==> config.mk <==
export PLATFORM = sky130hd
export DESIGN_NAME = bero_queue
export DESIGN_NICKNAME = d
export VERILOG_FILES = /design/src/design/binary_erosion_3x3_defines.svh /design/src/design/bero_pkg.sv /design/src/design/bero_queue.sv
export SDC_FILE = /design/constraint.sdc
export NUM_CORES = 1
export LEC_CHECK = 0
export BUFFER_PORTS_ARGS = -buffer_cell sky130_fd_sc_hd__buf_4
export CORE_MARGIN = 2
export CORE_UTILIZATION = 48
export CTS_BUF_LIST = sky130_fd_sc_hd__clkbuf_2 sky130_fd_sc_hd__clkbuf_4 sky130_fd_sc_hd__clkbuf_8
export DETAILED_ROUTE_END_ITERATION = 10
export PLACE_DENSITY = 0.76
export SKIP_LAST_GASP = 1
export SYNTH_ARGS = -nofsm -noshare
export SYNTH_HDL_FRONTEND = slang
export SYNTH_SLANG_ARGS = --single-unit
==> constraint.sdc <==
create_clock -name clk -period 3.75 [get_ports clk]
set_input_delay 0 -clock clk [delete_from_list [all_inputs] [get_ports clk]]
set_output_delay 0 -clock clk [all_outputs]
set_load 0.03 [all_outputs]
==> src/design/binary_erosion_3x3_defines.svh <==
// Assertion macros used by the erosion back end.
// Each macro expects clk and arst_n in the scope where it is used.
`ifndef BINARY_EROSION_3X3_DEFINES_SVH
`define BINARY_EROSION_3X3_DEFINES_SVH

// Same-cycle implication, checked at every rising edge out of reset.
`define BERO_ASSERT_NOW(lbl, ante, cons, msg) \
	lbl: assert property (@(posedge clk) disable iff (!arst_n) (ante) |-> (cons)) \
		else $error(msg);

// Next-cycle implication.
`define BERO_ASSERT_NEXT(lbl, ante, cons, msg) \
	lbl: assert property (@(posedge clk) disable iff (!arst_n) (ante) |=> (cons)) \
		else $error(msg);

`endif

==> src/design/bero_pkg.sv <==
// Shared types, constants and the structuring element table for the erosion block.
// No dependencies.
package bero_pkg;

	localparam int MAX_WIDTH    = 1024;
	localparam int MAX_HEIGHT   = 4096;
	localparam int COL_W        = $clog2(MAX_WIDTH);
	localparam int ROW_W        = 13;
	localparam int CH_W         = 8;
	localparam int PIX_W        = 3 * CH_W;
	localparam int WIDTH_REG_W  = 11;
	localparam int HEIGHT_REG_W = 13;
	localparam int CFG_IDX_W    = 2;
	localparam int CFG_DATA_W   = 13;
	localparam int QDEPTH       = 4;
	localparam int QPTR_W       = $clog2(QDEPTH);
	localparam int QCNT_W       = QPTR_W + 1;

	localparam logic [CH_W-1:0] WHITE = 8'hFF;

	localparam logic OP_PIXEL = 1'b0;
	localparam logic OP_DRAIN = 1'b1;

	localparam logic [CFG_IDX_W-1:0] REG_MODE   = 2'd0;
	localparam logic [CFG_IDX_W-1:0] REG_WIDTH  = 2'd1;
	localparam logic [CFG_IDX_W-1:0] REG_HEIGHT = 2'd2;

	typedef enum logic [1:0] {
		MODE_RIGHT,
		MODE_BELOW,
		MODE_SQUARE,
		MODE_CROSS
	} mode_t;

	// One classified item as it travels from the front to the back.
	typedef struct packed {
		logic [PIX_W-1:0] pix;
		logic [COL_W-1:0] col;
		logic             emit;
		logic             interior;
		logic             last;
	} bero_item_t;

	// Window taps, bit k: 0..2 top row, 3..5 middle row, 6..8 bottom row.
	function automatic logic [8:0] element_mask(mode_t m);
		logic [8:0] mask;
		unique case (m)
			MODE_RIGHT:  mask = 9'h030;
			MODE_BELOW:  mask = 9'h090;
			MODE_SQUARE: mask = 9'h1FF;
			MODE_CROSS:  mask = 9'h0BA;
		endcase
		return mask;
	endfunction

endpackage

==> src/design/bero_queue.sv <==
// Short FIFO between front and back end, so either side can stall alone.
// Depends on bero_pkg.
module bero_queue
	import bero_pkg::*;
(
	input  logic       clk,
	input  logic       arst_n,
	input  logic       push,
	input  bero_item_t push_item,
	output logic       full,
	input  logic       pop,
	output logic       valid,
	output bero_item_t head
);

	bero_item_t        slots_q [QDEPTH];
	logic [QPTR_W-1:0] wr_q;
	logic [QPTR_W-1:0] rd_q;
	logic [QCNT_W-1:0] count_q;

	assign full  = (count_q == QCNT_W'(QDEPTH));
	assign valid = (count_q != '0);
	assign head  = slots_q[rd_q];

	always_ff @(posedge clk) begin
		if (push) begin
			slots_q[wr_q] <= push_item;
		end
	end

	always_ff @(posedge clk or negedge arst_n) begin
		if (!arst_n) begin
			wr_q    <= '0;
			rd_q    <= '0;
			count_q <= '0;
		end else begin
			if (push) begin
				wr_q <= wr_q + QPTR_W'(1);
			end
			if (pop) begin
				rd_q <= rd_q + QPTR_W'(1);
			end
			unique case ({push, pop})
				2'b10:   count_q <= count_q + QCNT_W'(1);
				2'b01:   count_q <= count_q - QCNT_W'(1);
				default: count_q <= count_q;
			endcase
		end
	end

endmodule

Yosys cells after proc, flatten, opt, wreduce, memory -nomap -nowiden
Memory sizes are Yosys's and may differ from the RTL's.
Cells that the tools add are included.

word-level totals
  logic and storage cells = 16
  bits in registers = 7
  memories kept = 1
  memory bits (writable) = 148

memory list
  memory   words  width  read ports  clocked after Yosys merged registers in  write ports  line              RTL
  slots_q  4      37     1           0                                        1            bero_queue.sv:16  bero_item_t slots_q [QDEPTH];

operators by class
  reduce and logical (&&, ||, !) cells = 2
  mux-type cells = 3
  add/sub/neg operators = 4
  equal/unequal tests = 3

operators by type and width
  kind                                               count
  case mux 3 bit (2 select lines)                    1
  adder 2 x 1 -> 2 bit (second input constant)       2
  adder 3 x 1 -> 3 bit (second input constant)       1
  == test 3 bit (second input constant)              1
  nonzero test 3 bit                                 1
  subtractor 3 x 1 -> 3 bit (second input constant)  1
  == test 2 x 1 -> 1 bit (second input constant)     1
  == test 2 bit (second input constant)              1
  two-way mux 1 bit                                  2
  nonzero test 2 bit                                 1

Logic depth before layout (Yosys ltp)
Gate-level depths: netlist of the first run.

  depth after elaboration = 2
  gate-level depth with buffers = 6

Worst setup path before layout of the first run
Ideal clock, no wire load.

  kind = register to register
  from = register wr_q[0]
  to = memory slots_q[0][0] (netlist bit) (enable)
  setup slack = 1830 ps
  path buffers = 0
  data required time = 3352 ps
  arrival = 1522 ps
  period minus slack after synthesis = 1920 ps
  cell stages (with the launch flop) = 4
  path through = dfrtp_1 inv_1 ha_1 and2_1

RTL lines
  element                 line              RTL
  start, declared         bero_queue.sv:17  logic [QPTR_W-1:0] wr_q;
  start signal, assigned  bero_queue.sv:38  wr_q <= wr_q + QPTR_W'(1);
  end, declared           bero_queue.sv:16

No word-level cell before the write port.

==> results.json, run 1 <==
{
  "outcome": "finished with violations",
  "violations": "DRC",
  "grt_max_degree": 39,
  "r2r_slack_ns": 1.90,
  "critPathBufInv": 2,
  "rsz0062_at_grt": "no",
  "cp_max_fo": 20,
  "syn_area_um2": 5722,
  "tritoncts": "yes",
  "hold_violations": 0,
  "fin_skew_ns": 0.008798,
  "p_leak_nw": 2.552,
  "postSynthAreaPerCell_um2": 25.32,
  "ys_ff_latch": 155,
  "setup_viol": 0,
  "die_y_um": 113.2,
  "cts_root_buffer": "clkbuf_8",
  "dr.pass1.iters": 7,
  "grt_pass1_vias": 2799,
  "area_growth_pct": 27.47,
  "synth_nets": 273,
  "cpMostUsedCell": "buf_4",
  "cp.arrival_ns": 2.21,
  "num_vias": 2688,
  "end_kind": "primary output",
  "fin_crit_ns": 2.206,
  "grt_overflow": 0,
  "dpl.hpwl_mm": 5.490,
  "worstSetupPathType": "reg -> out",
  "viasPerCell": 5.230,
  "cp_slowest_stage_delay_ns": 0.59,
  "tns_ns": 0,
  "drt_iter0_markers": 132,
  "post_cts_buffers": 0,
  "start_kind": "flip-flop",
  "numCtsBuffers": 17,
  "diodes": 0,
  "layout-drive-gt1-share_pct": 41.78,
  "ant_nets": 0,
  "post_cts_resize_count": 0,
  "cts_hold_buf": 41,
  "clockBufferDepth": 2,
  "grt_use_total_pct": 15.70,
  "fmax_mhz": 453.2,
  "worst_slew_pin_slew_ns": 1.022,
  "dieWidth_um": 113.2,
  "rows": 39,
  "drc": 6,
  "crit_family": "buffers and inverters",
  "portBuffers": 79,
  "grt_antenna_before_repair": 0,
  "relSlewSlack_pct": 31.87,
  "syn_inst": 226,
  "ys_warn_count": 0,
  "placed_cells": 442,
  "p_per_area_nw_per_um2": 788.4,
  "drt_wl_total_mm": 9.491,
  "ios": 80,
  "cts.clk_slew.worst_paths_ns": 0.08,
  "grt_pass1_wl_mm": 14.70,
  "final_nets": 406,
  "vdd_drop_max_mv": 0.4168,
  "cp_slowest_cell": "mux4_2",
  "final_cells": 514,
  "start_util_pct": 49.68,
  "die_area_um2": 12810,
  "wl_per_cell_um": 18.46,
  "finalCritPeriodShare_pct": 58.84,
  "htree_levels": 4,
  "clk_latency_ns": 0.42,
  "hp-class": "in -> reg",
  "synthDistinctLibCells": 19,
  "core_um2": 11520,
  "gp_congestion": 0.7207,
  "critPathRequiredTime_ns": 3.75,
  "cts_num_sinks": 155,
  "crit_chain": "buf_4, mux4_2, buf_4",
  "synth-seq-area-share_pct": 80.73,
  "final_max_slew_viol_count": 0,
  "max_cap_violations": 0
}
==> flip-flops by register name, summed over array words and instances (netlist names) <==
name     cells
rd_q         2
slots_q    148
count_q      3
wr_q         2
==> synth_stat cells <==
master      n  area [um^2]
ha_1        5        62.56
nor3b_1     1        7.510
inv_1       3        11.26
nand2_1     2        7.510
mux2_2      1        11.26
xnor2_1     3        26.28
dfrtp_1     7        175.2
and2_1      4        25.02
buf_6       2        22.52
edfxtp_1  148         4444
xor2_1      3        26.28
o21ai_0     1        5.000
clkbuf_1    1        3.750
fa_1        1        20.02
buf_2       3        15.01
buf_4       2        15.01
nor2_1      1        3.750
mux4_2     37        833.3
or3_1       1        6.260
==> per-stage QoR <==
stage / power (W) / hold WS [ns] / instance area [um^2] / utilization (%) / worst slack (ns)
floorplan: 0.003833 / -0.2956 / 5722 / - / 1.830
global placement: 0.004474 / -0.1811 / 6460 / 56.10 / 1.907
detailed placement: 0.004512 / -0.1740 / 6460 / 56.10 / 1.858
CTS: 0.005830 / 0.2883 / 7293 / 63.33 / 1.457
global route: 0.006006 / 0.2941 / 7293 / 63.33 / 1.371
finish: 0.005750 / 0.3151 / 7293 / 63.33 / 1.544
==> logic make-up (layout without fill, tap and decap cells) <==
kind of cell / after synthesis / in the layout / share of synthesized area (%)
DFF: 155 / 155 / 80.73
muxes: 38 / 38 / 14.76
buffers and inverters: 11 / 156 / 1.181
and+or+nand+nor: 9 / 9 / 0.8747
adders and majority gates: 6 / 6 / 1.443
xor gates and xnor gates: 6 / 6 / 0.9186
AOI/OAI and AO/OA: 1 / 1 / 0.08739
==> final cells by class <==
class	count	area (um^2)
Sequential cell	155	4622
Multi-Input combinational cell	60	1040
Clock buffer	19	249.0
Inverter	3	11.26
Clock inverter	12	173.9
Tap cell	143	178.9
Timing Repair Buffer	122	1018
Fill cell	801	4223
==> placed cells by master, fill, tap and decap left out <==
| cell type | count |
|---|---|
| edfxtp_1 | 148 |
| buf_4 | 81 |
| dlygate4sd3_1 | 41 |
| mux4_2 | 37 |
| clkbuf_8 | 17 |
| ha_1 | 5 |
| dfrtp_1 | 5 |
| and2_2 | 4 |
| bufinv_16 | 4 |
| inv_1 | 3 |
| xnor2_1 | 3 |
| xor2_1 | 3 |
| clkinvlp_4 | 3 |
| nand2_1 | 2 |
| clkbuf_4 | 2 |
| clkinv_2 | 2 |
| clkinv_4 | 2 |
| dfrtp_2 | 2 |
| or3_1 | 1 |
| nor3b_1 | 1 |
| mux2_2 | 1 |
| o21ai_0 | 1 |
| nor2_1 | 1 |
| fa_1 | 1 |
| clkinv_1 | 1 |
==> per-layer routing <==
metal | wire length (um) | global-route usage [%]
met1 | 3868 | 20.45
met5 | 0 | 0
met3 | 563 | 4.713
met4 | 64 | 4.634
met2 | 4994 | 25.95
==> power by group <==
part / total, W / leakage, nW / switching, W / internal [W]
logic: 0.00198 / 0.906 / 0.00111 / 0.000871
clock network: 0.00129 / 0.206 / 0.000555 / 0.000733
registers: 0.00248 / 1.44 / 0.000201 / 0.00228
==> worst paths after layout <==
path | cells after the start | from | endpoint
max in group asynchronous | 3 | arst_n | rd_q[0]
hold / removal | 2 | push_item[32] | slots_q[2][32]
setup / recovery | 3 | rd_q[0] | head[34]
hold reg to reg | 1 | count_q[2] | count_q[2]
min in group asynchronous | 3 | arst_n | count_q[1]
setup reg to reg | 3 | wr_q[0] | slots_q[0][24]
Note: power is estimated with default switching activity, not from simulation.
==> inputs of run 2 (changes only) <==
Clock period 3.75 ns to 2.1 ns, I/O delays scaled along.
==> run 2 against run 1 <==
Compared with the run above:
- the flow still finishes with violations (DRC)
- hold slack got worse by 0.013 ns
- design area is 2.0% higher
- sequential cell count is the same
- clock skew is 0.0013 ns lower
- highest routed layer unchanged
==> results.json, run 2 (synthesized netlist as in run 1, its figures left out) <==
{
  "max_cap_violations": 0,
  "dpl.hpwl_mm": 6.281,
  "grt_overflow": 0,
  "fmax_mhz": 514.3,
  "diodes": 0,
  "die_area_um2": 12810,
  "hold_violations": 0,
  "fin_skew_ns": 0.007524,
  "grt_pass1_wl_mm": 15.42,
  "dr.max_layer_used": "met4",
  "ios": 80,
  "cts_root_buffer": "clkbuf_8",
  "p_total_w": 0.01058,
  "outcome": "finished with violations",
  "gp_congestion": 0.6952,
  "min_from": "push_item[20]",
  "drt_wl_total_mm": 9.960,
  "cts_num_sinks": 155,
  "cts.clk_slew.worst_paths_ns": 0.08,
  "top_regs": "slots_q (148), count_q (3)",
  "wl_per_cell_um": 19.04,
  "htree_levels": 4,
  "num-fill-cells": 803,
  "ant_nets": 0,
  "numCtsBuffers": 17,
  "dr.pass1.iters": 9,
  "p_per_area_nw_per_um2": 1422,
  "fin_crit_ns": 1.944,
  "critPathRequiredTime_ns": 2.10,
  "placed_cells": 451,
  "grt_max_degree": 25,
  "final_cell_mix": "edfxtp_1 (148), buf_4 (85), dlygate4sd3_1 (41), mux4_2 (37), clkbuf_8 (17)",
  "r2r_start": "wr_q[0]",
  "met2WireLength_mm": 5.067,
  "cp_max_fo": 21,
  "hp-class": "in -> reg",
  "portBuffers": 79,
  "grt_antenna_before_repair": 0,
  "final_cells": 523,
  "multi_input_area_um2": 1040,
  "grt_pass1_vias": 2945,
  "start_kind": "flip-flop",
  "core_um2": 11520,
  "setup_viol": 0,
  "die_y_um": 113.2,
  "final_common_cell": "edfxtp_1",
  "place_ws_ns": 0.5309,
  "end_kind": "primary output",
  "drc": 6,
  "tns_ns": 0,
  "relSlewSlack_pct": 61.77,
  "final_max_slew_viol_count": 0,
  "num_vias": 2737,
  "violations": "DRC",
  "post_dp_cell_area_um2": 6590,
  "rows": 39,
  "setup.worst_path.start": "rd_q[1]",
  "regMostFlops": "slots_q",
  "seqCellArea_um2": 4622,
  "p_leak_nw": 2.626,
  "vdd_drop_max_mv": 0.9434,
  "largest_reg_flops": 148,
  "start_util_pct": 49.68,
  "grt_use_total_pct": 16.65,
  "drt_iter0_markers": 100,
  "area_growth_pct": 30.07,
  "clk_latency_ns": 0.43,
  "final_area_um2": 7442,
  "setup_ws_ns": 0.1556,
  "finalCritPeriodShare_pct": 92.59,
  "dieWidth_um": 113.2,
  "clockBufferDepth": 2,
  "cp.arrival_ns": 1.94,
  "worst_slew_pin_slew_ns": 0.5734,
  "post_cts_resize_count": 0,
  "tritoncts": "yes",
  "viasPerCell": 5.233,
  "layout-drive-gt1-share_pct": 43.42,
  "final_nets": 415,
  "rsz0062_at_grt": "no",
  "wl_met3_um": 584,
  "wl_met1_mm": 4.161,
  "worstSetupPathType": "reg -> out"
}
## run 2: worst max-delay path, stage by stage (launching register included)
cell and delay, ns:
dfrtp_2 0.74, buf_12 0.24, mux4_2 0.33, buf_4 0.19
## run 2: final cells by class
class                           count  share of cell area [%]
Inverter                            3                  0.1513
Clock inverter                     13                   2.690
Multi-Input combinational cell     60                   13.97
Tap cell                          143                   2.404
Sequential cell                   155                   62.10
Clock buffer                       18                   3.245
Timing Repair Buffer              131                   15.43
## run 2: repair_timing
action,4_1_cts,5_1_grt
hold buffers,41,0
endpoints found under the hold margin,160,0
endpoints found under the setup margin,0,0
setup buffers,0,0
## run 2: final timing paths
| check | to | slack, ns | depth (start not counted) |
|---|---|---|---|
| max | head[31] | 0.16 | 3 |
| min in group asynchronous | wr_q[0] | 0.54 | 3 |
| max in group asynchronous | rd_q[0] | 1.28 | 3 |
| max reg2reg | slots_q[2][14] | 0.54 | 4 |
| min | slots_q[3][20] | 0.30 | 2 |
| min reg2reg | count_q[2] | 0.51 | 1 |
## run 2: metrics by stage
stage          utilization (%)  hold slack (ns)
2_1_floorplan                -          -0.2956
3_3_place_gp             57.23          -0.1777
3_5_place_dp             57.23          -0.1764
4_1_cts                  64.62           0.2779
5_1_grt                  64.62           0.2799
6_report                 64.62           0.3023
## run 2: per-layer routing
layer | global-route usage [%] | vias up
met5 | 0 | -
met4 | 6.423 | 0
met3 | 5.838 | 15
met2 | 27.23 | 84
met1 | 20.65 | 1411
li1 | - | 1227
## run 2: power breakdown
group / switching (W) / internal (W) / total, W
clock network: 0.00102 / 0.00141 / 0.00243
logic: 0.00209 / 0.00171 / 0.00380
registers: 0.000299 / 0.00405 / 0.00435
==> inputs of run 3 (changes only) <==
Settings changed: ABC_AREA from default to 1, PLACE_DENSITY 0.76 to 0.75.
==> run 3 against run 2 <==
Compared with the run above:
- the run now ends clean
- worst setup slack improved by 0.047 ns
- design area increased by 11%
- sequential share of layout area shrank 6.3 points
==> results.json, run 3 <==
{
  "p_per_area_nw_per_um2": 1464,
  "cp_slowest_stage_delay_ns": 0.37,
  "ys_ff_latch": 155,
  "die_y_um": 121.4,
  "area_growth_pct": 25.26,
  "cts.clk_slew.worst_paths_ns": 0.08,
  "setup_viol": 0,
  "synth_nets": 601,
  "synth_edf_count": 148,
  "top_regs": "slots_q (148), count_q (3)",
  "start_kind": "flip-flop",
  "async_flop_share_pct": 4.516,
  "tns_ns": 0,
  "cp.arrival_ns": 1.90,
  "dr.pass1.iters": 4,
  "crit_family": "buffers and inverters",
  "critPathRequiredTime_ns": 2.10,
  "ios": 80,
  "ys_warn_count": 0,
  "drc": 0,
  "seqCellArea_um2": 4623,
  "p_leak_nw": 3.521,
  "regMostFlops": "slots_q",
  "num_vias": 4043,
  "yosys.cell_count.top_type": "nand2_1",
  "clk_latency_ns": 0.44,
  "fin_crit_ns": 1.898,
  "synth-seq-area-share_pct": 69.81,
  "cp_max_fo": 48,
  "placed_cells": 792,
  "grt_antenna_before_repair": 0,
  "cts_root_buffer": "clkbuf_8",
  "gp_congestion": 0.7579,
  "synthDistinctLibCells": 19,
  "final_util_pct": 62.10,
  "min_from": "pop",
  "yosysTopAreaCell": "edfxtp_1",
  "grt_pass1_vias": 4000,
  "r2r_slack_ns": 0.62,
  "place_ws_ns": 0.5947,
  "ys_top_cells_by_area": "edfxtp_1 (67%), nand2_1 (9.2%), o211ai_2 (6.2%), inv_1 (4.9%), nor2_1 (4.1%)",
  "worstSetupPathType": "reg -> out",
  "worst_slew_pin_slew_ns": 0.3869,
  "netlist_top_cells_count": "nand2_1 (162), edfxtp_1 (148), inv_1 (86)",
  "start_util_pct": 49.58,
  "setup_ws_ns": 0.2022,
  "htree_levels": 4,
  "final_cells": 866,
  "layout-drive-gt1-share_pct": 23.19,
  "critPathBufInv": 3,
  "numCtsBuffers": 17,
  "rsz0062_at_grt": "no",
  "core_um2": 13350,
  "fin_skew_ns": 0.006061,
  "drt_wl_total_mm": 11.88,
  "dpl.hpwl_mm": 7.101,
  "tritoncts": "yes",
  "cts_num_sinks": 155,
  "grt_pass1_wl_mm": 19.20,
  "viasPerCell": 4.669,
  "cp_slowest_cell": "dfrtp_1",
  "dieWidth_um": 121.4,
  "final_common_cell": "nand2_1",
  "syn_area_um2": 6618,
  "grt_overflow": 0,
  "final_max_slew_viol_count": 0,
  "end_kind": "primary output",
  "setup.worst_path.start": "rd_q[1]",
  "num-fill-cells": 1034,
  "hp-class": "in -> reg",
  "finalCritPeriodShare_pct": 90.37,
  "grt_use_total_pct": 17.23,
  "cpMostUsedCell": "nand2_1",
  "drt_iter0_markers": 290,
  "crit_chain": "clkinv_2, buf_12, nor2_1, nand2_1, nand2_1, buf_4",
  "grt_max_degree": 55,
  "diodes": 0,
  "final_cell_mix": "nand2_1 (162), edfxtp_1 (148), inv_1 (81), buf_4 (81), nor2_1 (73)",
  "hold_violations": 0,
  "outcome": "finished, final reports clean",
  "die_area_um2": 14740,
  "ant_nets": 0,
  "wl_per_cell_um": 13.72,
  "relSlewSlack_pct": 74.17,
  "largest_reg_flops": 148,
  "multi_input_area_um2": 1469,
  "clockBufferDepth": 2,
  "netlist.area_leader.share_pct": 67.16,
  "max_cap_violations": 0,
  "fmax_mhz": 526.9,
  "synthFlopType": "edfxtp_1",
  "p_total_w": 0.01214,
  "r2r_start": "wr_q[0]",
  "portBuffers": 79,
  "final_nets": 724,
  "postSynthAreaPerCell_um2": 11.95,
  "rows": 42,
  "vdd_drop_max_mv": 0.9562,
  "syn_inst": 554
}
==> run 3: cell types whose count changed in the layout (fill, tap and decap cells not counted), sizes merged, moves of 4 or more <==
| cell | change |
|---|---|
| inv | +85 |
| o211ai | +37 |
| mux4 | -37 |
| nand2 | +160 |
| and2 | -4 |
| nor2 | +72 |
==> run 3: path summary, 6_finish.rpt <==
| check | to | cells past startpoint |
|---|---|---|
| max in group asynchronous | rd_q[0] | 3 |
| min reg2reg | count_q[2] | 2 |
| min in group asynchronous | wr_q[1] | 3 |
| max reg2reg | slots_q[3][20] | 4 |
| max | head[2] | 6 |
| min | rd_q[0] | 3 |
==> run 3: timing repair <==
| item | CTS | global route |
|---|---|---|
| setup buffers | 0 | 1 |
| resized for setup | 0 | 0 |
| endpoints found under the hold margin | 161 | 0 |
| hold buffers | 41 | 0 |
| endpoints found under the setup margin | 0 | 4 |
==> run 3: power breakdown <==
part	switching, W	internal (W)	leakage, nW	total, W
clock	0.00108	0.00155	0.230	0.00264
combinational	0.00338	0.00182	1.85	0.00520
sequential	0.000246	0.00405	1.44	0.00430
total	0.00471	0.00743	3.52	0.0121
==> run 3: cells by family (layout without fill, tap and decap cells) <==
group | count (synthesis) | count (layout) | synth area share [%]
simple gates | 238 | 238 | 13.58
flops | 155 | 155 | 69.81
buf+inv | 112 | 248 | 7.998
compound gates | 39 | 39 | 6.844
fa+ha+maj | 6 | 6 | 1.248
xor+xnor | 4 | 4 | 0.5295
==> run 3: area by class of cell <==
cell class | count | area share (%)
clock buffers | 18 | 2.913
multi-input cells | 287 | 17.72
clock inverters | 14 | 2.913
inverters | 86 | 3.909
flip-flops and latches | 155 | 55.77
well taps | 176 | 2.657
repair buffers | 130 | 14.11
==> run 3: per-layer routing <==
| metal | up-vias | track usage (%) | routed length [um] |
|---|---|---|---|
| li1 | 2047 | - | - |
| met1 | 1895 | 20.94 | 5234 |
| met2 | 86 | 29.04 | 5950 |
| met3 | 15 | 5.028 | 545 |
| met4 | 0 | 6.681 | 152 |
| met5 | - | 0 | 0 |
==> run 3: metrics by stage <==
step	hold WS (ns)	area, um^2
floorplan	-0.2956	6618
global placement	-0.1831	7385
CTS	0.2612	8278
finish	0.2922	8289
global route	0.2739	8289
detailed placement	-0.1767	7385
==> run 3: tightest hold or removal path, cell delays in order <==
cell and delay (ns):
dlygate4sd3_1 0.52, buf_4 0.12, xor2_1 0.06
