**src/design/binary_erosion_3x3_defines.svh**
```systemverilog
// Assertion macros used by the erosion back end.
// Each macro expects clk and arst_n in the scope where it is used.
`ifndef BINARY_EROSION_3X3_DEFINES_SVH
`define BINARY_EROSION_3X3_DEFINES_SVH

// Same-cycle implication, checked at every rising edge out of reset.
`define BERO_ASSERT_NOW(lbl, ante, cons, msg) \
	lbl: assert property (@(posedge clk) disable iff (!arst_n) (ante) |-> (cons)) \
		else $error(msg);

// Next-cycle implication.
`define BERO_ASSERT_NEXT(lbl, ante, cons, msg) \
	lbl: assert property (@(posedge clk) disable iff (!arst_n) (ante) |=> (cons)) \
		else $error(msg);

`endif

```
**src/design/bero_pkg.sv**
```systemverilog
// Shared types, constants and the structuring element table for the erosion block.
// No dependencies.
package bero_pkg;

	localparam int MAX_WIDTH    = 1024;
	localparam int MAX_HEIGHT   = 4096;
	localparam int COL_W        = $clog2(MAX_WIDTH);
	localparam int ROW_W        = 13;
	localparam int CH_W         = 8;
	localparam int PIX_W        = 3 * CH_W;
	localparam int WIDTH_REG_W  = 11;
	localparam int HEIGHT_REG_W = 13;
	localparam int CFG_IDX_W    = 2;
	localparam int CFG_DATA_W   = 13;
	localparam int QDEPTH       = 4;
	localparam int QPTR_W       = $clog2(QDEPTH);
	localparam int QCNT_W       = QPTR_W + 1;

	localparam logic [CH_W-1:0] WHITE = 8'hFF;

	localparam logic OP_PIXEL = 1'b0;
	localparam logic OP_DRAIN = 1'b1;

	localparam logic [CFG_IDX_W-1:0] REG_MODE   = 2'd0;
	localparam logic [CFG_IDX_W-1:0] REG_WIDTH  = 2'd1;
	localparam logic [CFG_IDX_W-1:0] REG_HEIGHT = 2'd2;

	typedef enum logic [1:0] {
		MODE_RIGHT,
		MODE_BELOW,
		MODE_SQUARE,
		MODE_CROSS
	} mode_t;

	// One classified item as it travels from the front to the back.
	typedef struct packed {
		logic [PIX_W-1:0] pix;
		logic [COL_W-1:0] col;
		logic             emit;
		logic             interior;
		logic             last;
	} bero_item_t;

	// Window taps, bit k: 0..2 top row, 3..5 middle row, 6..8 bottom row.
	function automatic logic [8:0] element_mask(mode_t m);
		logic [8:0] mask;
		unique case (m)
			MODE_RIGHT:  mask = 9'h030;
			MODE_BELOW:  mask = 9'h090;
			MODE_SQUARE: mask = 9'h1FF;
			MODE_CROSS:  mask = 9'h0BA;
		endcase
		return mask;
	endfunction

endpackage

```
**src/design/bero_front.sv**
```systemverilog
// Front end: accepts items, tracks column and row, drops out-of-phase items
// and tags each kept item for the back end. Depends on bero_pkg.
module bero_front
	import bero_pkg::*;
(
	input  logic                    clk,
	input  logic                    arst_n,
	input  logic                    restart,
	input  logic [WIDTH_REG_W-1:0]  width_q,
	input  logic [HEIGHT_REG_W-1:0] height_q,
	input  logic                    s_axis_tvalid,
	output logic                    s_axis_tready,
	input  logic [PIX_W-1:0]        s_axis_tdata,   // in_chan0, in_chan1, in_chan2
	input  logic                    s_axis_tuser,   // operation
	input  logic                    q_full,
	output logic                    push,
	output bero_item_t              push_item
);

	logic [COL_W-1:0]        col_q;
	logic [ROW_W-1:0]        row_q;
	logic [WIDTH_REG_W-1:0]  w_cl;
	logic [HEIGHT_REG_W-1:0] h_cl;
	logic [COL_W-1:0]        w_m1;
	logic [ROW_W:0]          h_p1;
	logic                    done;
	logic                    drain;
	logic                    emit;
	logic                    interior;
	logic                    last;
	logic                    wrap;

	always_comb begin
		if (width_q < WIDTH_REG_W'(3)) begin
			w_cl = WIDTH_REG_W'(3);
		end else if (width_q > WIDTH_REG_W'(MAX_WIDTH)) begin
			w_cl = WIDTH_REG_W'(MAX_WIDTH);
		end else begin
			w_cl = width_q;
		end
		if (height_q < HEIGHT_REG_W'(3)) begin
			h_cl = HEIGHT_REG_W'(3);
		end else if (height_q > HEIGHT_REG_W'(MAX_HEIGHT)) begin
			h_cl = HEIGHT_REG_W'(MAX_HEIGHT);
		end else begin
			h_cl = height_q;
		end
	end

	assign w_m1 = COL_W'(w_cl - WIDTH_REG_W'(1));
	assign h_p1 = (ROW_W+1)'(h_cl) + (ROW_W+1)'(1);

	assign done     = row_q >= ROW_W'(h_cl);
	assign drain    = (s_axis_tuser == OP_DRAIN);
	assign emit     = (row_q >= ROW_W'(2)) || (row_q == ROW_W'(1) && col_q != '0);
	assign interior = (col_q >= COL_W'(2)) && (row_q >= ROW_W'(2)) && !done;
	// Result count reaches width*height exactly at column 0 of row height+1.
	assign last     = ((ROW_W+1)'(row_q) == h_p1) && (col_q == '0);
	assign wrap     = (col_q == w_m1);

	assign s_axis_tready = !q_full;
	// Drop a drain item before the frame is in and a pixel item while draining.
	assign push          = s_axis_tvalid && s_axis_tready && (drain == done);

	assign push_item.pix      = drain ? '0 : s_axis_tdata;
	assign push_item.col      = col_q;
	assign push_item.emit     = emit;
	assign push_item.interior = interior;
	assign push_item.last     = last;

	always_ff @(posedge clk or negedge arst_n) begin
		if (!arst_n) begin
			col_q <= '0;
			row_q <= '0;
		end else if (restart) begin
			col_q <= '0;
			row_q <= '0;
		end else if (push) begin
			if (last) begin
				col_q <= '0;
				row_q <= '0;
			end else if (wrap) begin
				col_q <= '0;
				row_q <= row_q + ROW_W'(1);
			end else begin
				col_q <= col_q + COL_W'(1);
			end
		end
	end

endmodule

```
**config.mk**
```make
export PLATFORM = sky130hd
export DESIGN_NAME = bero_front
export DESIGN_NICKNAME = d
export VERILOG_FILES = /design/src/design/binary_erosion_3x3_defines.svh /design/src/design/bero_pkg.sv /design/src/design/bero_front.sv
export SDC_FILE = /design/constraint.sdc
export NUM_CORES = 1
export LEC_CHECK = 0
export ABC_AREA = 0
export BUFFER_PORTS_ARGS = -buffer_cell sky130_fd_sc_hd__buf_2
export CORE_ASPECT_RATIO = 0.7
export CORE_MARGIN = 3
export CORE_UTILIZATION = 30
export CTS_BUF_LIST = sky130_fd_sc_hd__clkbuf_8
export CTS_CLUSTER_SIZE = 8
export DETAILED_ROUTE_END_ITERATION = 10
export REMOVE_ABC_BUFFERS = 1
export SLEW_MARGIN = 15
export SYNTH_ARGS = -nofsm -noshare
export SYNTH_HDL_FRONTEND = slang
export SYNTH_SLANG_ARGS = --single-unit
```
**constraint.sdc**
```tcl
create_clock -name clk -period 3.6 [get_ports clk]
set_input_delay 0.18 -clock clk [delete_from_list [all_inputs] [get_ports clk]]
set_output_delay 0.18 -clock clk [all_outputs]
set_load 0.1 [all_outputs]
```
* Word-level counts from Yosys, hierarchy flattened
Index checks and enable logic that the tools add are counted.
** Operators by class
- Equal/unequal tests :: 4
- Order comparisons :: 7
- Muxes and demuxes :: 13
- $add $sub $neg :: 4
- Reductions and logical operators :: 14
** Operator list (count)
- $mux 13 :: 6
- $mux 10 :: 6
- $mux 24 :: 1
- $add 13x1->14 const B :: 1
- $eq 13x14->1 :: 1
- $add 13x1->13 const B :: 1
- $eq 13x1->1 const B :: 1
- $ge 13x13->1 :: 1
- $ge 13x2->1 const B :: 1
- $gt 13x13->1 const B :: 1
- $lt 13x2->1 const B :: 1
- $gt 11x11->1 const B :: 1
- $lt 11x2->1 const B :: 1
- $add 10x1->10 const B :: 1
- $eq 10x10->1 :: 1
- $ge 10x2->1 const B :: 1
- $logic_not 10->1 :: 1
- $reduce_bool 10->1 :: 1
- $sub 10x1->10 const B :: 1
- $logic_and 1x1->1 :: 6
- $reduce_bool 3->1 :: 1
- $logic_not 1->1 :: 2
- $reduce_and 2->1 :: 1
- $reduce_bool 2->1 :: 1
- other kinds (2) :: 2
** Word-level totals
- Input bits :: 54
- Logic and storage cells :: 44
- Flip-flop bits (word level) :: 23

* Longest topological paths before layout
Gate-level depths: netlist of run 1.
- Word-level depth :: 9
- Mapped depth :: 16
- Gate-level depth less buffers :: 13

* Worst setup path after synthesis of run 1
OpenSTA, ideal clock, no wires.
- Path kind :: input to register
- Start point :: input width_q[4]
- End point :: register row_q[9]
- Arrival :: 3094 ps
- Slack :: 376 ps
- Data required time :: 3470 ps
- Stages on the path :: 15
- Path buffers :: 2
- Cells stage by stage :: buf_2 -> nor4_1 -> nand2_1 -> nor2_1 -> o21ai_0 -> ha_1 -> clkbuf_1 -> xor2_1 -> xnor2_1 -> a21oi_1 -> nand4_1 -> nor4b_4 -> or4b_1 -> o211ai_1 -> o41ai_1
** On the way
- Cells in the longest elaborated chain, start to end :: 7
- Elaborated cells on any way between the ends :: 8
- Those cells by class :: add/sub (1); order compare (2); eq/ne (1); mux (2); reduce/logical (2)
** Ends and longest elaborated chain
- from (decl) :: line bero_front.sv:9 : input logic [WIDTH_REG_W-1:0] width_q,
- $gt 11x11->1 :: line bero_front.sv:36 : end else if (width_q > WIDTH_REG_W'(MAX_WIDTH)) begin
- $mux 10 :: line bero_front.sv:36
- $mux 10 (*) :: line bero_front.sv:34 : if (width_q < WIDTH_REG_W'(3)) begin
- $sub 10x1->10 (*) :: line bero_front.sv:50 : assign w_m1 = COL_W'(w_cl - WIDTH_REG_W'(1));
- $eq 10x10->1 (*) :: line bero_front.sv:59 : assign wrap = (col_q == w_m1);
- $reduce_bool 3->1 (no line) (*)
- $reduce_and 2->1 (no line) (*)
- to (signal assigned) :: line bero_front.sv:84 : row_q <= row_q + ROW_W'(1);
- to (decl) :: line bero_front.sv:21 : logic [ROW_W-1:0] row_q;
Mark *: on every way between the ends. The rest lies on a longest branch, timed or not.
A chain may end at the register's enable or synchronous reset.

* Worst setup path after layout of run 1
- Start point :: input height_q[9]
- End point :: register col_q[3]
** On the way
- Cells in the longest elaborated chain, start to end :: 9
- Elaborated cells on any way between the ends :: 14
- Those cells by class :: add/sub (1); order compare (3); eq/ne (2); mux (5); reduce/logical (3)
** Ends and longest elaborated chain
- from (decl) :: line bero_front.sv:10 : input logic [HEIGHT_REG_W-1:0] height_q,
- $gt 13x13->1 :: line bero_front.sv:43 : end else if (height_q > HEIGHT_REG_W'(MAX_HEIGHT)) begin
- $mux 13 :: line bero_front.sv:43
- $mux 13 (*) :: line bero_front.sv:41 : if (height_q < HEIGHT_REG_W'(3)) begin
- $add 13x1->14 :: line bero_front.sv:51 : assign h_p1 = (ROW_W+1)'(h_cl) + (ROW_W+1)'(1);
- $eq 13x14->1 :: line bero_front.sv:58 : assign last = ((ROW_W+1)'(row_q) == h_p1) && (col_q == '0);
- $logic_and 1x1->1 :: line bero_front.sv:58
- $mux 10 :: line bero_front.sv:79 : if (last) begin
- $mux 10 :: line bero_front.sv:78 : end else if (push) begin
- $mux 10 :: line bero_front.sv:75 : end else if (restart) begin
- to (signal assigned) :: line bero_front.sv:86 : col_q <= col_q + COL_W'(1);
- to (decl) :: line bero_front.sv:20 : logic [COL_W-1:0] col_q;
Mark *: on every way between the ends. The rest lies on a longest branch, timed or not. The select of a mux whose other input is x is not followed.

==> impl_summary.log, run 1 <==
[metrics] CP Max Fanout: 24
[metrics] least setup slack across all paths after layout: 314 ps
[metrics] Post-synth EDFFs: 0
[metrics] GRT Overall Usage: 0.162
[metrics] core box area: 0.0104 mm²
[metrics] final setup fails: 0
[metrics] worst slew pin tran: a little over 600 ps
[metrics] power after layout: 911 µW
[metrics] Initial DRC Count: 276
[metrics] required time of the worst setup path: 3770 ps
[metrics] number of cells in the finished layout apart from fillers: 659
[metrics] Worst IR Drop VDD: 0.000136 V
[metrics] flop-to-flop setup slack: ~320 ps
[metrics] vias in the first global route: 3187
[metrics] Gate Count Post-Synth: 447
[metrics] period utilisation layout: 0.913
[metrics] Initial Utilization: 0.311
[metrics] worst setup timing slack at the placement stage: -22.9 ps
[metrics] DRC viols: 0
[metrics] Detailed Place HPWL: 8290 µm
[metrics] buffer levels on the longest clock path: 2
[metrics] buffers inserted during post-CTS setup optimization: 0
[metrics] synthesized cell area: 0.00324 mm²
[metrics] Antenna Nets Post-Route: 0
[metrics] antenna violations before repair: 0
[metrics] detail-routed via count per cell: 5.52
[metrics] most used flip-flop cell after synthesis: dfrtp_1
[metrics] power per cell area: 232 mW/mm²
[metrics] leak pwr: ~0.0017 µW
[metrics] source of the critical timing path: height_q[9]
[metrics] root buffer cell: clkbuf_8
[metrics] First-pass DRT Iterations: 5
[metrics] most used cells in the layout excluding fill and tap cells: buf_2 (91), nand2_1 (40), nor2b_1 (33), nor2_1 (30), nand3_1 (25)
[metrics] Routed WL: approximately 10000 µm
[metrics] share of the yosys chip area belonging to registers: 0.177
[metrics] post-route clock skew: 8.52 ps
[metrics] post-layout net count: around 600
[metrics] Min-Delay Endpoint: row_q[10]
[metrics] gpl congestion: 0.946
[metrics] clock slew seen by the registers of the worst setup and hold paths: 90 ps
[metrics] Ports: 93
[metrics] first-pass GRT wire length: 16100 µm
[metrics] data arrival at the endpoint of the critical path: 3450 ps
[metrics] number of hold-slack violations in the final timing report: 0
[metrics] post-synthesis async set-or-reset flop share: 1.00
[metrics] launching element type of the critical path: primary input
[metrics] post-synthesis cell type count: 60
[metrics] outcome: completed
[metrics] number of buffers created by CTS: 3
[metrics] worst reg2reg path startpoint: row_q[8]
[metrics] number of pins with negative max-slew slack in the final report: 0
[metrics] number of H-tree branching levels: 1
[metrics] synthesis-to-finish area growth: 21.2%
[metrics] count of fill cells added during filler insertion: 1081
[metrics] setup repair after global routing missed its margin: no
[metrics] max-slew headroom at the worst pin: 0.574
[metrics] post-placement cell count: 654
[metrics] Routed WL per cell: 15.6 µm
[metrics] floorplan die height: approximately 93 µm
[metrics] routed vias: 3638
[metrics] R2R depth: 9
[metrics] proportion of layout cells with a drive suffix above 1: 0.228
[metrics] kind of path behind the tightest hold check: in2reg
[metrics] total congestion overflow after global routing: 0
[metrics] register cell area after layout: 576 µm²
[metrics] buffers added on ports: 92
[metrics] Crit Reg-Reg Endpoint: col_q[3]
[metrics] category of the critical setup timing path: in2reg
[metrics] Clk Latency, worst-skew pair: 270 ps
[metrics] worst min-delay path startpoint: restart
[metrics] Yosys Warn Count: 0
[metrics] largest net degree at the start of global routing: 27
[metrics] number of synthesized register bits: 23
[metrics] die area: 0.0121 mm²
[metrics] most common cell after layout, fill and taps aside: buf_2
[metrics] Post-Route Hold Slack: 294 ps
[metrics] max capacitance violation total: 0
[metrics] min cycle time layout: 3290 ps
[metrics] number of cells traversed by the worst hold path: 4
[metrics] multi-input logic area: 0.00246 mm²
[metrics] floorplan die width: ~130 µm
[metrics] type of destination of the critical path: register
[metrics] peak clock frequency supported by timing: between 300 and 400 MHz
[metrics] total number of placement rows: 31
[metrics] CTS tree: done
[metrics] ant diodes: 0
[metrics] per-instance average area after synthesis: 7.26 µm²
[metrics] number of sinks on the clock net: 23
-- sequential cells by signal (all words and copies together) (netlist names) --
name	flops
col_q	10
row_q	13
-- logic make-up (layout without fill, tap and decap cells) --
family,count (synthesis),after routing,synth area share
AO/OA/AOI/OAI,86,86,0.184
adder cells (fa/ha/maj),21,21,0.0810
AND/OR/NAND/NOR,230,230,0.400
XOR/XNOR,28,28,0.0756
buffers and inverters,54,134,0.0663
multiplexers,5,5,0.0154
flip-flops,23,23,0.177
-- worst max path at each step --
stage / to / slack [ps]
4_1_cts: row_q[12] / 250
6_report: col_q[3] / 310
2_1_floorplan: row_q[12] / -600
3_5_place_dp: row_q[12] / -20
3_3_place_gp: col_q[3] / -10
5_1_grt: col_q[3] / 20
-- Yosys cell counts (6+ instances only) --
cell type | number | area (µm²)
ha_1 | 21 | 263
a21oi_1 | 15 | 75.1
o211ai_1 | 7 | 52.6
nand2_1 | 40 | 150
and3_1 | 9 | 56.3
nor3_1 | 15 | 75.1
nand3_1 | 25 | 125
nand4_1 | 11 | 68.8
clkbuf_1 | 26 | 97.6
dfrtp_1 | 23 | 576
nor4_1 | 13 | 81.3
xor2_1 | 7 | 61.3
xnor2_1 | 21 | 184
o21ai_0 | 14 | 70.1
or3_1 | 7 | 43.8
nor2b_1 | 33 | 206
inv_1 | 22 | 82.6
nand2b_1 | 12 | 75.1
nor2_1 | 30 | 113
nand3b_1 | 6 | 45.0
-- area by class of cell --
class / count / share of cell area
clock inverter: 1 / 0.00127
multi-input combinational: 370 / 0.627
inverter: 22 / 0.0210
sequential: 23 / 0.146
clock buffer: 3 / 0.0105
tap: 132 / 0.0420
timing repair buffer: 108 / 0.152
-- report_power, final --
part	switching, µW	total (µW)	internal (µW)	leakage, µW
sequential	24.9	291	266	0.000319
clock	86.1	164	77.4	0.0000255
combinational	329	456	127	0.00140
total	440	911	470	0.00174
-- metal layers --
layer	GRT usage	share of wire	wire, µm
met1	0.245	0.48	4910
met2	0.240	0.41	4180
met3	0.0428	0.11	1180
met4	0.0112	0.0016	16
met5	0	0	0
-- worst max-delay path, cell delays in order --
cell      delay (ps)
buf_2            110
nor4_1           360
a41oi_1          160
nor2_1           140
inv_1             60
ha_1             260
a21oi_1          100
o31ai_1          540
o21ai_0          260
a211oi_2         460
buf_4            360
nor3_1            80
a21o_1           170
a22o_1           190
-- what timing repair did --
| item | in CTS | in global routing |
|---|---|---|
| resized for setup | 0 | 1 |
| hold buffers | 1 | 0 |
| setup endpoints to repair | 0 | 9 |
| endpoints found under the hold margin | 23 | 0 |
-- through the flow --
step | TNS, ps | utilization | cell area [µm²]
final | 0 | 0.377 | 3930
after global routing | 0 | 0.377 | 3930
after CTS | 0 | 0.376 | 3930
after detailed placement | -22.9 | 0.371 | 3870
after global placement | -11.2 | 0.371 | 3870
after floorplan | -10100 | - | 3110
Power figures use the tool's default switching activity.
==> run 2: changes to the inputs <==
--- a/config.mk
+++ b/config.mk
@@ -13,6 +13,7 @@
 export CTS_BUF_LIST = sky130_fd_sc_hd__clkbuf_8
 export CTS_CLUSTER_SIZE = 8
 export DETAILED_ROUTE_END_ITERATION = 10
+export RECOVER_POWER = 100
 export REMOVE_ABC_BUFFERS = 1
 export SLEW_MARGIN = 15
 export SYNTH_ARGS = -nofsm -noshare
==> run 2 against run 1 <==
Worst setup slack worse by 10 ps. Critical path type unchanged. Largest power group unchanged. Total power down 0.78%. Final cell count unchanged. Combinational power is 2% lower.
==> impl_summary.log, run 2 (synthesized netlist as in run 1, its figures left out) <==
[metrics] outcome: completed
[metrics] First-pass DRT Iterations: 5 (unchanged)
[metrics] CTS tree: done
[metrics] routed vias: 3630 (-0.22%)
[metrics] Routed WL: 10300 µm (+0.62%)
[metrics] Ports: 93 (unchanged)
[metrics] post-route clock skew: 10.4 ps (+1.88 ps)
[metrics] worst setup timing slack at the placement stage: -22.9 ps (unchanged)
[metrics] post-layout net count: 603 (unchanged)
[metrics] least setup slack across all paths after layout: 304 ps (-10.4 ps)
[metrics] Initial Utilization: 0.311 (unchanged)
[metrics] type of destination of the critical path: register
[metrics] clock slew seen by the registers of the worst setup and hold paths: 90 ps (about the same)
[metrics] GRT Overall Usage: 0.162 (unchanged)
[metrics] gpl congestion: 0.946 (unchanged)
[metrics] worst min-delay path startpoint: restart
[metrics] max-slew headroom at the worst pin: 0.103 (-0.470)
[metrics] die area: 0.0121 mm² (unchanged)
[metrics] worst slew pin tran: 1340 ps (+722 ps)
[metrics] core box area: 0.0104 mm² (unchanged)
[metrics] number of H-tree branching levels: 1 (unchanged)
[metrics] max capacitance violation total: 0 (unchanged)
[metrics] buffer levels on the longest clock path: 2 (unchanged)
[metrics] Buffers & Inverters on Critical Path: 3 (unchanged)
[metrics] Detailed Place HPWL: 8290 µm (unchanged)
[metrics] DRC viols: 0 (unchanged)
[metrics] launching element type of the critical path: primary input
[metrics] total congestion overflow after global routing: 0 (unchanged)
[metrics] buffers added on ports: 92 (unchanged)
[metrics] Routed WL per cell: 15.7 µm (+0.62%)
[metrics] peak clock frequency supported by timing: 303 MHz (-0.31%)
[metrics] floorplan die height: 93.0 µm (unchanged)
[metrics] most common cell after layout, fill and taps aside: buf_2
[metrics] Initial DRC Count: 317 (+15%)
[metrics] source of the critical timing path: height_q[9]
[metrics] number of buffers created by CTS: 3 (unchanged)
[metrics] first-pass GRT wire length: 16100 µm (unchanged)
[metrics] root buffer cell: clkbuf_8
[metrics] most used cells in the layout excluding fill and tap cells: buf_2 (51), nand2_1 (40), clkbuf_1 (39), nor2b_1 (33), nor2_1 (30)
[metrics] detail-routed via count per cell: 5.51 (-0.22%)
[metrics] category of the critical setup timing path: in2reg
[metrics] CP max-delay cell: o31ai_1
[metrics] Clk Latency, worst-skew pair: 270 ps (about the same)
[metrics] Antenna Nets Post-Route: 0 (unchanged)
[metrics] vias in the first global route: 3187 (unchanged)
[metrics] multi-input logic area: 0.00246 mm² (-0.35%)
[metrics] number of hold-slack violations in the final timing report: 0 (unchanged)
[metrics] count of fill cells added during filler insertion: 1106 (+2.3%)
[metrics] buffers inserted during post-CTS setup optimization: 0 (unchanged)
[metrics] number of sinks on the clock net: 23 (unchanged)
[metrics] final core utilization: 0.369 (-0.00744)
[metrics] total number of placement rows: 31 (unchanged)
[metrics] Post-Route Hold Slack: 288 ps (-6.26 ps)
[metrics] Reg with most FFs: row_q
[metrics] proportion of layout cells with a drive suffix above 1: 0.154 (-0.0740)
[metrics] kind of path behind the tightest hold check: in2reg
[metrics] required time of the worst setup path: 3770 ps (about the same)
[metrics] cell chain of the critical path: buf_2, nor4_1, a41oi_1, nor2_1, inv_1, ha_1, a21oi_1, o31ai_1, o21ai_0, a211oi_2, buf_4, nor3_1, a21o_1, a22o_1
[metrics] largest net degree at the start of global routing: 27 (unchanged)
[metrics] largest delay contributor family on the critical path: compound AO/OA/AOI/OAI gates
[metrics] synthesis-to-finish area growth: 18.8%
[metrics] power after layout: 903 µW (-0.78%)
[metrics] antenna violations before repair: 0 (unchanged)
[metrics] final setup fails: 0 (unchanged)
[metrics] max reg flops: 13 (unchanged)
[metrics] floorplan die width: 130 µm (unchanged)
[metrics] worst reg2reg path startpoint: row_q[8]
[metrics] data arrival at the endpoint of the critical path: 3470 ps (+20 ps)
[metrics] Worst IR Drop VDD: 0.000137 V (+1.3%)
[metrics] leak pwr: 0.00158 µW (-9.4%)
[metrics] largest incremental delay on the critical path: 540 ps (about the same)
[metrics] ant diodes: 0 (unchanged)
[metrics] register cell area after layout: 576 µm² (unchanged)
[metrics] min cycle time layout: 3300 ps (+10.4 ps)
[metrics] registers with the highest flip-flop counts: row_q (13), col_q (10)
[metrics] number of pins with negative max-slew slack in the final report: 0 (unchanged)
[metrics] period utilisation layout: 0.916 (+0.00288)
[metrics] power per cell area: 234 mW/mm² (+1.2%)
[metrics] setup repair after global routing missed its margin: no
[metrics] CP Max Fanout: 24 (unchanged)
## run 2: timing repair
item                                    in CTS  in global routing
resized for setup                            0                  1
hold buffers                                 1                  0
endpoints found under the setup margin       0                  9
endpoints found under the hold margin       23                  0
## run 2: where the power goes
group          total (µW)  switching (µW)  leakage, µW  internal, µW
clock                 164            87.0    0.0000255          77.4
combinational         448             329      0.00124           119
sequential            291            25.2     0.000319           266
## run 2: final cells by class
class,count,area share
Clock buffer,3,0.0107
Tap cell,132,0.0428
Inverter,22,0.0214
Sequential cell,23,0.149
Clock inverter,1,0.00130
Timing Repair Buffer,108,0.137
Multi-Input combinational cell,370,0.637
## run 2: per-stage QoR
stage	instances	TNS [ps]	area (µm²)
after floorplan	415	-10100	3110
after global placement	654	-11.2	3870
after detailed placement	654	-22.9	3870
after CTS	659	0	3930
after global routing	659	0	3850
final	659	0	3850
## run 2: tightest hold or removal path, delay by kind of cell
| kind | cells | cell delay [ps] |
|---|---|---|
| buffers and inverters | 1 | 150 |
| AOI/OAI and AO/OA | 2 | 130 |
| and+or+nand+nor | 1 | 50 |
## run 2: final timing paths
path                        endpoint  slack [ps]  cells after the start
max                         col_q[3]         300                     14
min                        row_q[10]         290                      4
max reg2reg                 col_q[3]         320                      9
min reg2reg                 row_q[0]         580                      1
max in group asynchronous  row_q[10]        2070                      2
min in group asynchronous   row_q[5]         720                      2
## run 2: metal layers
metal | part of all wire | vias to the layer above | GRT usage
li1 | - | 1794 | -
met1 | 0.49 | 1667 | 0.245
met2 | 0.40 | 165 | 0.240
met3 | 0.11 | 4 | 0.0428
met4 | 0.0033 | 0 | 0.0112
met5 | 0 | - | 0
==> run 3: changes to the inputs <==
--- a/config.mk
+++ b/config.mk
@@ -9,10 +9,11 @@
 export BUFFER_PORTS_ARGS = -buffer_cell sky130_fd_sc_hd__buf_2
 export CORE_ASPECT_RATIO = 0.7
 export CORE_MARGIN = 3
-export CORE_UTILIZATION = 30
+export CORE_UTILIZATION = 55
 export CTS_BUF_LIST = sky130_fd_sc_hd__clkbuf_8
 export CTS_CLUSTER_SIZE = 8
 export DETAILED_ROUTE_END_ITERATION = 10
+export PLACE_DENSITY = 0.84
 export RECOVER_POWER = 100
 export REMOVE_ABC_BUFFERS = 1
 export SLEW_MARGIN = 15
==> run 3 against run 2 <==
Critical path depth down 3. Critical endpoint is now push_item[0]. Fmax is 0.88% lower. Clock-buffer cell count unchanged. Routed wire length fell by 1.9%. Critical path type is now in2out. First-iteration DRC count increased by 82%. Combinational power increased by 3%.
==> impl_summary.log, run 3 (synthesized netlist as in run 1, its figures left out) <==
[metrics] outcome: completed
[metrics] final setup fails: 0 (unchanged)
[metrics] First-pass DRT Iterations: 5 (unchanged)
[metrics] final cell area excluding filler cells: 0.00380 mm² (-1.4%)
[metrics] core box area: 0.00548 mm² (-47%)
[metrics] post-layout net count: 604 (+0.17%)
[metrics] Routed WL per cell: 16.9 µm (+7.8%)
[metrics] Worst IR Drop VDD: 0.000307 V (+120%)
[metrics] Reg with most FFs: row_q
[metrics] most common cell after layout, fill and taps aside: buf_2
[metrics] total congestion overflow after global routing: 0 (unchanged)
[metrics] period utilisation layout: 0.924 (+0.00812)
[metrics] number of buffers created by CTS: 3 (unchanged)
[metrics] GRT Overall Usage: 0.288 (+0.126)
[metrics] antenna violations before repair: 0 (unchanged)
[metrics] number of pins with negative max-slew slack in the final report: 0 (unchanged)
[metrics] buffers inserted during post-CTS setup optimization: 0 (unchanged)
[metrics] leak pwr: 0.00159 µW (+0.72%)
[metrics] power after layout: 924 µW (+2.3%)
[metrics] category of the critical setup timing path: in2out
[metrics] root buffer cell: clkbuf_8
[metrics] DRC viols: 0 (unchanged)
[metrics] first-pass GRT wire length: 16500 µm (+2.4%)
[metrics] die area: 0.00687 mm² (-43%)
[metrics] vias in the first global route: 3343 (+4.9%)
[metrics] Initial Utilization: 0.592 (+0.281)
[metrics] floorplan die width: 97.8 µm (-25%)
[metrics] routed vias: 3847 (+6.0%)
[metrics] type of destination of the critical path: output pin
[metrics] number of H-tree branching levels: 1 (unchanged)
[metrics] post-place instance area: 0.00380 mm² (-1.8%)
[metrics] min cycle time layout: 3330 ps (+29.2 ps)
[metrics] number of sinks on the clock net: 23 (unchanged)
[metrics] detail-routed via count per cell: 6.41 (+16%)
[metrics] synthesis-to-finish area growth: 17.1%
[metrics] Ports: 93 (unchanged)
[metrics] total number of placement rows: 22 (-29%)
[metrics] clock slew seen by the registers of the worst setup and hold paths: 90 ps (about the same)
[metrics] buffer levels on the longest clock path: 2 (unchanged)
[metrics] max reg flops: 13 (unchanged)
[metrics] setup repair after global routing missed its margin: no
[metrics] proportion of layout cells with a drive suffix above 1: 0.152 (-0.00219)
[metrics] power per cell area: 243 mW/mm² (+3.7%)
[metrics] gpl congestion: 0.945 (about the same)
[metrics] most used cells in the layout excluding fill and tap cells: buf_2 (53), clkbuf_1 (41), nand2_1 (40), nor2b_1 (33), nor2_1 (29)
[metrics] Routed WL: 10100 µm (-1.9%)
[metrics] Setup Total Neg Slack: 0 ps (unchanged)
[metrics] floorplan die height: 70.3 µm (-24%)
[metrics] Antenna Nets Post-Route: 0 (unchanged)
[metrics] data arrival at the endpoint of the critical path: 3150 ps (-320 ps)
[metrics] number of hold-slack violations in the final timing report: 0 (unchanged)
[metrics] final core utilization: 0.694 (+0.324)
[metrics] Clk Latency, worst-skew pair: 280 ps (about the same)
[metrics] Detailed Place HPWL: 7970 µm (-3.8%)
[metrics] max-slew headroom at the worst pin: 0.0992 (-0.00417)
[metrics] CTS tree: done
[metrics] launching element type of the critical path: primary input
[metrics] kind of path behind the tightest hold check: in2reg
[metrics] buffers added on ports: 92 (unchanged)
[metrics] CP Max Fanout: 5 (-79%)
[metrics] largest net degree at the start of global routing: 27 (unchanged)
[metrics] worst slew pin tran: 1350 ps (+6.25 ps)
[metrics] Post-Route Hold Slack: 269 ps (-18.4 ps)
[metrics] required time of the worst setup path: 3420 ps (-350 ps)
[metrics] Initial DRC Count: 577 (+82%)
[metrics] registers with the highest flip-flop counts: row_q (13), col_q (10)
[metrics] peak clock frequency supported by timing: 301 MHz (-0.88%)
[metrics] post-route clock skew: 2.01 ps (-8.39 ps)
[metrics] ant diodes: 0 (unchanged)
[metrics] max capacitance violation total: 0 (unchanged)
run 3: critical path, cell delays in order:
cell	delay, ps
buf_2	120
nor4_1	430
a41oi_1	210
nor2_1	170
ha_1	260
nand3_1	230
nor4_1	380
xnor2_1	110
a211oi_1	210
and4b_1	360
buf_2	480
run 3: cell type report:
cell class | count | area, µm²
clock buffers | 3 | 41.3
clock inverters | 1 | 7.51
fillers | 489 | 1680
inverters | 22 | 82.6
multi-input cells | 370 | 2460
flip-flops and latches | 23 | 576
well taps | 72 | 90.1
repair buffers | 109 | 542
run 3: path summary, 6_finish.rpt:
path	start	endpoint	slack (ps)	cells past startpoint
setup / recovery	height_q[10]	push_item[0]	270	11
hold / removal	restart	row_q[10]	270	4
setup reg to reg	row_q[4]	col_q[5]	540	11
hold reg to reg	row_q[0]	row_q[0]	610	1
max in group asynchronous	arst_n	row_q[11]	2040	2
min in group asynchronous	arst_n	col_q[0]	760	2
run 3: report_power, final:
part	total (µW)	internal (µW)	leakage, µW	switching (µW)
combinational	462	122	0.00125	339
clock	177	78.7	0.0000217	98.4
sequential	285	266	0.000319	19.1
total	924	467	0.00159	457
run 3: repair_timing:
action / 4_1_cts / 5_1_grt
hold endpoints to repair: 23 / 0
gates resized for setup: 0 / 1
hold buffers: 1 / 0
endpoints found under the setup margin: 0 / 1
run 3: stage by stage:
step,setup WS [ps],cells
2_1_floorplan,-597,415
3_3_place_gp,120,595
3_5_place_dp,112,595
4_1_cts,367,600
5_1_grt,21.0,600
6_report,274,600
run 3: per-layer routing:
metal,global-route usage,routed length [µm],up-vias
met3,0.0609,1270,17
li1,-,-,1797
met5,0,0,-
met1,0.421,4460,1775
met2,0.436,4300,258
met4,0.0568,120,0
